--- src/design/bpnm_pkg.sv ---
`default_nettype none

package bpnm_pkg;

  // default frame geometry and sample width
  localparam int DEF_WIDTH      = 80;
  localparam int DEF_HEIGHT     = 60;
  localparam int DEF_PIXEL_BITS = 16;

  // port field widths
  localparam int VALUE_W = 16;

  // neighbour count holds 0..8
  localparam int CNT_W = 4;

  // word kinds
  localparam logic OP_PIXEL = 1'b0;
  localparam logic OP_DRAIN = 1'b1;

  typedef struct packed {
    logic               opcode;
    logic [VALUE_W-1:0] pixel_value;
    logic               pixel_bad;
  } in_word_t;

  typedef struct packed {
    logic [VALUE_W-1:0] corrected_value;
    logic               last_of_frame;
  } out_word_t;

endpackage

`default_nettype wire

--- src/design/bpnm_line_mem.sv ---
`default_nettype none

module bpnm_line_mem
  import bpnm_pkg::*;
#(
  parameter int DEPTH  = 2 * DEF_WIDTH + 3,
  parameter int ADDR_W = $clog2(2 * DEF_WIDTH + 3),
  parameter int DATA_W = DEF_PIXEL_BITS + 1
) (
  input  wire logic              clk,
  input  wire logic              we,
  input  wire logic [ADDR_W-1:0] waddr,
  input  wire logic [DATA_W-1:0] wdata,
  input  wire logic [ADDR_W-1:0] raddr,
  output logic      [DATA_W-1:0] rdata
);

  logic [DATA_W-1:0] mem [DEPTH];

  always_ff @(posedge clk) begin
    if (we) begin
      mem[waddr] <= wdata;
    end
  end

  always_ff @(posedge clk) begin
    rdata <= mem[raddr];
  end

endmodule

`default_nettype wire

--- src/design/bpnm_div.sv ---
`default_nettype none

module bpnm_div
  import bpnm_pkg::*;
#(
  parameter int NUM_W = DEF_PIXEL_BITS + 3
) (
  input  wire logic             clk,
  input  wire logic             rst,
  input  wire logic             start,
  input  wire logic [NUM_W-1:0] num,
  input  wire logic [CNT_W-1:0] den,
  output logic                  done,
  output logic      [NUM_W-1:0] quo
);

  localparam int STEP_W = $clog2(NUM_W + 1);

  logic [CNT_W-1:0]  rem;
  logic [CNT_W-1:0]  den_q;
  logic [STEP_W-1:0] steps;
  logic              busy;
  logic [CNT_W:0]    trial;
  logic              take;

  // one quotient bit per cycle, restoring
  assign trial = {rem, quo[NUM_W-1]};
  assign take  = (trial >= {1'b0, den_q});

  always_ff @(posedge clk) begin
    if (rst) begin
      busy <= 1'b0;
      done <= 1'b0;
    end else begin
      done <= 1'b0;
      if (start) begin
        busy <= 1'b1;
      end else if (busy && steps == STEP_W'(1)) begin
        busy <= 1'b0;
        done <= 1'b1;
      end
    end
  end

  always_ff @(posedge clk) begin
    if (start) begin
      quo   <= num;
      rem   <= '0;
      den_q <= den;
      steps <= STEP_W'(NUM_W);
    end else if (busy) begin
      quo   <= {quo[NUM_W-2:0], take};
      rem   <= take ? CNT_W'(trial - {1'b0, den_q}) : trial[CNT_W-1:0];
      steps <= steps - STEP_W'(1);
    end
  end

endmodule

`default_nettype wire

--- src/design/bad_pixel_neighbour_mean_fix.sv ---
`default_nettype none
// sequence: a word completing a neighbourhood starts a job; its 9 taps are read in turn,
//   then evaluated; a defective centre with a usable neighbour goes through the mean divider
// throughput: 1 word/cycle while results are not yet due; in_stall holds input off while a
//   job runs, which makes 9 serial reads on the single read port of the line store and
//   waits on any stall of the receiver
// reset: synchronous active-high rst clears control and positions; the line store is not
//   cleared and needs no clearing pass

module bad_pixel_neighbour_mean_fix
  import bpnm_pkg::*;
#(
  parameter int WIDTH      = DEF_WIDTH,
  parameter int HEIGHT     = DEF_HEIGHT,
  parameter int PIXEL_BITS = DEF_PIXEL_BITS
) (
  input  wire logic      clk,
  input  wire logic      rst,
  input  wire logic      in_valid,
  output logic           in_stall,
  input  wire in_word_t  in_word,
  output logic           out_valid,
  input  wire logic      out_stall,
  output out_word_t      out_word
);

  // ring holds two lines plus three pixels: enough for the oldest
  // upper neighbour and the newest lower neighbour of a centre
  localparam int RING   = 2 * WIDTH + 3;
  localparam int ADDR_W = $clog2(RING);
  localparam int DATA_W = PIXEL_BITS + 1;
  localparam int PEND_W = $clog2(WIDTH + 3);
  localparam int COL_W  = $clog2(WIDTH);
  localparam int ROW_W  = $clog2(HEIGHT);
  localparam int SUM_W  = PIXEL_BITS + 3;
  localparam int K_W    = 4;

  typedef enum logic [5:0] {
    S_IDLE = 6'b000001,
    S_READ = 6'b000010,
    S_WAIT = 6'b000100,
    S_EVAL = 6'b001000,
    S_DIV  = 6'b010000,
    S_HOLD = 6'b100000
  } state_t;

  state_t state;

  // input side bookkeeping
  logic [ADDR_W-1:0] wp;
  logic [PEND_W-1:0] pending;
  logic [COL_W-1:0]  out_col;
  logic [ROW_W-1:0]  out_row;

  // job registers for the pixel being corrected
  logic [ADDR_W-1:0] center;
  logic [8:0]        nb_ok;
  logic              job_last;
  logic [DATA_W-1:0] center_entry;
  logic [SUM_W-1:0]  sum;
  logic [CNT_W-1:0]  cnt;
  logic [PIXEL_BITS-1:0] res;

  // read sequencing
  logic [K_W-1:0]    rd_k;
  logic [K_W-1:0]    rd_tag;
  logic              rd_live;
  logic [ADDR_W-1:0] raddr;
  logic [DATA_W-1:0] rdata;

  logic              accept;
  logic              is_pixel;
  logic              emit;
  logic [PEND_W-1:0] pend_e;
  logic [ADDR_W-1:0] center_next;
  logic [8:0]        nb_ok_next;
  logic [ADDR_W-1:0] offset;
  logic [ADDR_W:0]   addr_sum;
  logic [DATA_W-1:0] wdata;
  logic              div_start;
  logic              div_done;
  logic [SUM_W-1:0]  div_quo;
  logic              out_free;

  assign in_stall = (state != S_IDLE);
  assign accept   = in_valid && !in_stall;
  assign is_pixel = (in_word.opcode == OP_PIXEL);
  assign out_free = !out_valid || !out_stall;

  // a pixel word emits once at least a line and a pixel are pending;
  // a drain word emits whatever is oldest
  always_comb begin
    if (is_pixel) begin
      emit   = (pending >= PEND_W'(WIDTH + 1));
      pend_e = pending + PEND_W'(1);
    end else begin
      emit   = (pending != '0);
      pend_e = pending;
    end
  end

  // centre slot is the oldest pending entry, same for both word kinds
  always_comb begin
    if (wp >= ADDR_W'(pending)) begin
      center_next = wp - ADDR_W'(pending);
    end else begin
      center_next = ADDR_W'(wp + ADDR_W'(RING) - ADDR_W'(pending));
    end
  end

  // neighbour usable: inside the frame, and already arrived for the right and lower ones
  always_comb begin
    logic up, dn, lf, rt;
    up = (out_row != '0);
    dn = (out_row != ROW_W'(HEIGHT - 1));
    lf = (out_col != '0);
    rt = (out_col != COL_W'(WIDTH - 1));
    nb_ok_next[0] = up && lf;
    nb_ok_next[1] = up;
    nb_ok_next[2] = up && rt;
    nb_ok_next[3] = lf;
    nb_ok_next[4] = 1'b1;
    nb_ok_next[5] = rt && (pend_e > PEND_W'(1));
    nb_ok_next[6] = dn && lf && (pend_e > PEND_W'(WIDTH - 1));
    nb_ok_next[7] = dn && (pend_e > PEND_W'(WIDTH));
    nb_ok_next[8] = dn && rt && (pend_e > PEND_W'(WIDTH + 1));
  end

  // ring offset of each window tap relative to the centre
  always_comb begin
    case (rd_k)
      K_W'(0): offset = ADDR_W'(RING - WIDTH - 1);
      K_W'(1): offset = ADDR_W'(RING - WIDTH);
      K_W'(2): offset = ADDR_W'(RING - WIDTH + 1);
      K_W'(3): offset = ADDR_W'(RING - 1);
      K_W'(5): offset = ADDR_W'(1);
      K_W'(6): offset = ADDR_W'(WIDTH - 1);
      K_W'(7): offset = ADDR_W'(WIDTH);
      K_W'(8): offset = ADDR_W'(WIDTH + 1);
      default: offset = '0;
    endcase
  end

  assign addr_sum = {1'b0, center} + {1'b0, offset};

  always_comb begin
    if (addr_sum >= (ADDR_W + 1)'(RING)) begin
      raddr = ADDR_W'(addr_sum - (ADDR_W + 1)'(RING));
    end else begin
      raddr = addr_sum[ADDR_W-1:0];
    end
  end

  assign wdata = {in_word.pixel_bad, in_word.pixel_value[PIXEL_BITS-1:0]};

  bpnm_line_mem #(
    .DEPTH (RING),
    .ADDR_W(ADDR_W),
    .DATA_W(DATA_W)
  ) u_mem (
    .clk  (clk),
    .we   (accept && is_pixel),
    .waddr(wp),
    .wdata(wdata),
    .raddr(raddr),
    .rdata(rdata)
  );

  // mean is only taken for a defective centre with a usable neighbour
  assign div_start = (state == S_EVAL) && center_entry[PIXEL_BITS] && (cnt != '0);

  bpnm_div #(
    .NUM_W(SUM_W)
  ) u_div (
    .clk  (clk),
    .rst  (rst),
    .start(div_start),
    .num  (sum),
    .den  (cnt),
    .done (div_done),
    .quo  (div_quo)
  );

  // control
  always_ff @(posedge clk) begin
    if (rst) begin
      state     <= S_IDLE;
      wp        <= '0;
      pending   <= '0;
      out_col   <= '0;
      out_row   <= '0;
      rd_k      <= '0;
      rd_live   <= 1'b0;
      out_valid <= 1'b0;
    end else begin
      rd_live <= 1'b0;
      if (out_valid && !out_stall) begin
        out_valid <= 1'b0;
      end

      case (state)
        S_IDLE: begin
          if (accept) begin
            if (is_pixel) begin
              wp <= (wp == ADDR_W'(RING - 1)) ? '0 : wp + ADDR_W'(1);
              if (!emit) begin
                pending <= pending + PEND_W'(1);
              end
            end else if (emit) begin
              pending <= pending - PEND_W'(1);
            end
            if (emit) begin
              // output position advances when the job is taken
              if (out_col == COL_W'(WIDTH - 1)) begin
                out_col <= '0;
                out_row <= (out_row == ROW_W'(HEIGHT - 1)) ? '0 : out_row + ROW_W'(1);
              end else begin
                out_col <= out_col + COL_W'(1);
              end
              rd_k  <= '0;
              state <= S_READ;
            end
          end
        end
        S_READ: begin
          rd_live <= 1'b1;
          if (rd_k == K_W'(8)) begin
            state <= S_WAIT;
          end else begin
            rd_k <= rd_k + K_W'(1);
          end
        end
        S_WAIT: begin
          // last tap lands this cycle
          state <= S_EVAL;
        end
        S_EVAL: begin
          state <= div_start ? S_DIV : S_HOLD;
        end
        S_DIV: begin
          if (div_done) begin
            state <= S_HOLD;
          end
        end
        S_HOLD: begin
          if (out_free) begin
            out_valid <= 1'b1;
            state     <= S_IDLE;
          end
        end
        default: begin
          state <= S_IDLE;
        end
      endcase
    end
  end

  // job datapath
  always_ff @(posedge clk) begin
    if (state == S_IDLE && accept && emit) begin
      center   <= center_next;
      nb_ok    <= nb_ok_next;
      job_last <= (out_col == COL_W'(WIDTH - 1)) && (out_row == ROW_W'(HEIGHT - 1));
      sum      <= '0;
      cnt      <= '0;
    end else if (rd_live) begin
      if (rd_tag == K_W'(4)) begin
        center_entry <= rdata;
      end else if (nb_ok[rd_tag] && !rdata[PIXEL_BITS]) begin
        sum <= sum + SUM_W'(rdata[PIXEL_BITS-1:0]);
        cnt <= cnt + CNT_W'(1);
      end
    end
    if (state == S_READ) begin
      rd_tag <= rd_k;
    end
    if (state == S_EVAL) begin
      res <= center_entry[PIXEL_BITS-1:0];
    end else if (state == S_DIV && div_done) begin
      res <= div_quo[PIXEL_BITS-1:0];
    end
    if (state == S_HOLD && out_free) begin
      out_word.corrected_value <= VALUE_W'(res);
      out_word.last_of_frame   <= job_last;
    end
  end

`ifndef ASSERT_OFF
  // never more pending than a line and a pixel between words
  a_pending_bound: assert property (@(posedge clk) disable iff (rst)
    pending <= PEND_W'(WIDTH + 1))
    else $error("pending count out of range");

  // write pointer stays inside the ring
  a_wp_range: assert property (@(posedge clk) disable iff (rst)
    wp < ADDR_W'(RING))
    else $error("write pointer outside ring");

  // divider finishes only while the sequencer waits on it
  a_div_done: assert property (@(posedge clk) disable iff (rst)
    div_done |-> state == S_DIV)
    else $error("divider done outside divide phase");

  // leaving the hold phase always presents a word
  a_hold_out: assert property (@(posedge clk) disable iff (rst)
    (state == S_HOLD && out_free) |=> out_valid)
    else $error("result lost on leaving hold");
`endif

endmodule

`default_nettype wire
--- config.mk ---
export PLATFORM = sky130hd
export DESIGN_NAME = bad_pixel_neighbour_mean_fix
export DESIGN_NICKNAME = d
export VERILOG_FILES = /design/src/design/bpnm_pkg.sv /design/src/design/bpnm_line_mem.sv /design/src/design/bpnm_div.sv /design/src/design/bad_pixel_neighbour_mean_fix.sv
export SDC_FILE = /design/constraint.sdc
export NUM_CORES = 2
export LEC_CHECK = 0
export ABC_AREA = 1
export BUFFER_PORTS_ARGS = -buffer_cell sky130_fd_sc_hd__buf_2
export CAP_MARGIN = 20
export CORE_MARGIN = 2
export CORE_UTILIZATION = 40
export CTS_BUF_LIST = sky130_fd_sc_hd__clkbuf_2 sky130_fd_sc_hd__clkbuf_4 sky130_fd_sc_hd__clkbuf_8
export DETAILED_ROUTE_END_ITERATION = 10
export PLACE_DENSITY = 0.65
export SLEW_MARGIN = 20
export SYNTH_ARGS = -nofsm -noshare
export SYNTH_HDL_FRONTEND = slang
export SYNTH_SLANG_ARGS = --single-unit
--- constraint.sdc ---
create_clock -name clk -period 6.3 [get_ports clk]
set_input_delay 1.26 -clock clk [delete_from_list [all_inputs] [get_ports clk]]
set_output_delay 1.26 -clock clk [all_outputs]
set_load 0.02 [all_outputs]
==> metrics.txt <==
R2R Setup Slk=940 ps; fmax=186 MHz; # fillers=28751; DRC violations left=0; layout cell share with drive strength beyond 1=9.66%; largest net degree at the start of global routing=138; Yosys Warn Count=0; IO Pins=41; Die W=569 um; top-area cell type share of the netlist area=67.3%; Top delay family on crit path=simple AND/OR/NAND/NOR gates; RR Endpoint=u_mem.rdata[7]; clk slew on worst S/H paths=60 ps; Worst Hold Class=reg -> reg; ys flop type=edfxtp_1; Tcrit/Tclk final=85.1%; core area=0.318 sq mm; ANT nets after route=0; post-synthesis sequential element count=2963; most common cell in the netlist=nand2_1; HPWL Detailed=211000 um; first-pass GRT wire length=543000 um; number of global-route vias before repair=82613; Req. time, crit path=7290 ps; actual slew at the worst max-slew pin=1370 ps; crit-path most repeated cell=nand3_1; Std-Cell Rows=207; final WL=370000 um; gpl congestion=0.883; min-delay src=res[5]; post-CTS setup buffer count=0; Post-synth ARST share=0%; Die Area=0.324 sq mm; CTS root buffer=clkbuf_8; FF-to-FF Start=center[0]; Max Transition Viols Final=0; initial antenna violation count=17; Worst R2R Path Depth=25; Starting Density=40.2%; Synth area leaders=edfxtp_1 (67%), nand3_1 (9.6%), nand2_1 (9.4%); skew final=112 ps; TritonCTS clock tree=done; via count=88779; status=complete, no violations; multi-input logic area=0.0300 sq mm; CTS buffer count=468; synth unique cells=53; CTS Sinks=2963; RSZ-0062 raised after global routing=false; hold path depth=0; Clock Latency Late Sink=1110 ps; DRT iter0 DRCs=11330; Worst setup EP type=flip-flop; Post-synth top cells=nand2_1 (3189), edfxtp_1 (2865), nand3_1 (2463); Syn Inst Count=11965; number of flops mapped to enable cells by yosys=2865; minimum clock period=5360 ps; Rel. slew slack=8.40%; delay of the slowest critical-path stage=460 ps; DR WL/cell=22.1 um; total gr overflow=0; Pre-Repair DR Iteration Count=8; Via density=5.30; chip height=569 um; area grow syn2layout=11.9%; CP Launch Type=flip-flop; Synth area leader=edfxtp_1; buffers added on ports=40; peak fanout along the critical path=79; Hold-fix buffers, CTS=0; Mapped Nets=12064; Max H-tree Level=5; maximum capacitance violations=0; setup TNS=0 ps; end point of the worst hold path=out_word[6]; CP Data Arrival Time=6350 ps; critical path class=reg -> reg; sequential cell area=0.0880 sq mm; Post-Syn Area=0.128 sq mm; Finished Core Util=45.0%; final hold violations=0; register area share after synthesis=68.9%; GR Util All Layers=22.3%; slowest CP cell=nand2_8; Synth Area per Inst=10.7 sq um; fin worst setup slack=937 ps; endpoints failing setup=0; post-place setup slack=994 ps; post-CTS sizing=0; post-layout net count=12291; Buf/Inv on CP=4; Max Root-Sink Buffers=4
-- state kept, by name, indices dropped and copies added, names as in the netlist, 4 cells and up --
signal	cells
wp	8
res	16
u_div.rem	4
cnt	4
u_mem.rdata	17
u_mem.mem	2771
out_row	6
center_entry	17
u_div.steps	5
sum	19
nb_ok	8
rd_k	4
u_div.quo	19
rd_tag	4
offset	7
u_div.den_q	4
out_word	17
pending	7
out_col	7
center	8
state	6
-- routing by layer --
layer	up-vias	share of wire (%)	track usage (%)
li1	40456	-	-
met5	-	0.027	0
met1	42982	40	30.6
met2	4594	46	35.2
met4	16	3.9	8.73
met3	731	9.8	3.83
-- how the worst max path moves through the flow --
stage | from | to | slack [ps] | depth (start not counted)
global route | center[0] | u_mem.rdata[7] | 760 | 25
detailed placement | center[0] | u_mem.rdata[7] | 990 | 23
global placement | center[0] | u_mem.rdata[7] | 980 | 25
finish | center[0] | u_mem.rdata[7] | 940 | 25
floorplan | in_word[17] | center_entry[0] | 2690 | 6
CTS | center[0] | u_mem.rdata[7] | 990 | 23
-- per-stage QoR --
step / hold WS, ps / area [sq um] / std cells
after floorplan: 400 / 128000 / 11965
after CTS: 419 / 143000 / 16743
after detailed placement: 405 / 134000 / 15902
after global routing: 431 / 143000 / 16744
final: 419 / 143000 / 16751
after global placement: 409 / 134000 / 15898
-- kinds of logic (layout without fill, tap and decap cells) --
logic type | after synthesis | count (layout) | share of synthesized area (%)
buf+inv | 2407 | 3005 | 7.86
other cells | 0 | 8 | 0
xor+xnor | 40 | 40 | 0.298
compound gates | 448 | 448 | 1.90
simple gates | 6030 | 6030 | 20.3
fa+ha+maj | 77 | 77 | 0.801
flops | 2963 | 2963 | 68.9
-- layout make-up --
type | count | share of cell area, %
clock buffers | 651 | 5.53
clock inverters | 190 | 0.873
flip-flops and latches | 2963 | 61.5
diodes | 8 | 0.0140
multi-input cells | 6595 | 21.0
repair buffers | 408 | 2.80
inverters | 1756 | 4.62
well taps | 4180 | 3.66
-- placed cells by master (no fill, tap or decap), types with 6 or more instances in the layout --
master	count
fa_1	8
buf_6	17
o22ai_1	22
bufinv_16	9
nor2_1	286
buf_4	293
xor2_1	25
inv_1	1745
nand4_1	11
clkbuf_8	482
nand3_1	2453
clkbuf_4	169
nand3_2	10
buf_2	23
buf_12	71
a31oi_1	12
nor3b_1	7
xnor2_1	9
o21ai_1	6
nor3_1	24
o31ai_1	7
dfxtp_1	98
inv_12	8
diode_2	8
o211ai_1	20
inv_2	6
ha_1	69
o21ai_0	287
edfxtp_1	2865
clkinv_1	108
a21oi_1	73
nand2_1	3186
nor2_4	7
clkinv_2	53
nor2_2	13
Power is not shown: default switching activity piles up to over one toggle a cycle in this logic, so the estimate is an artifact.
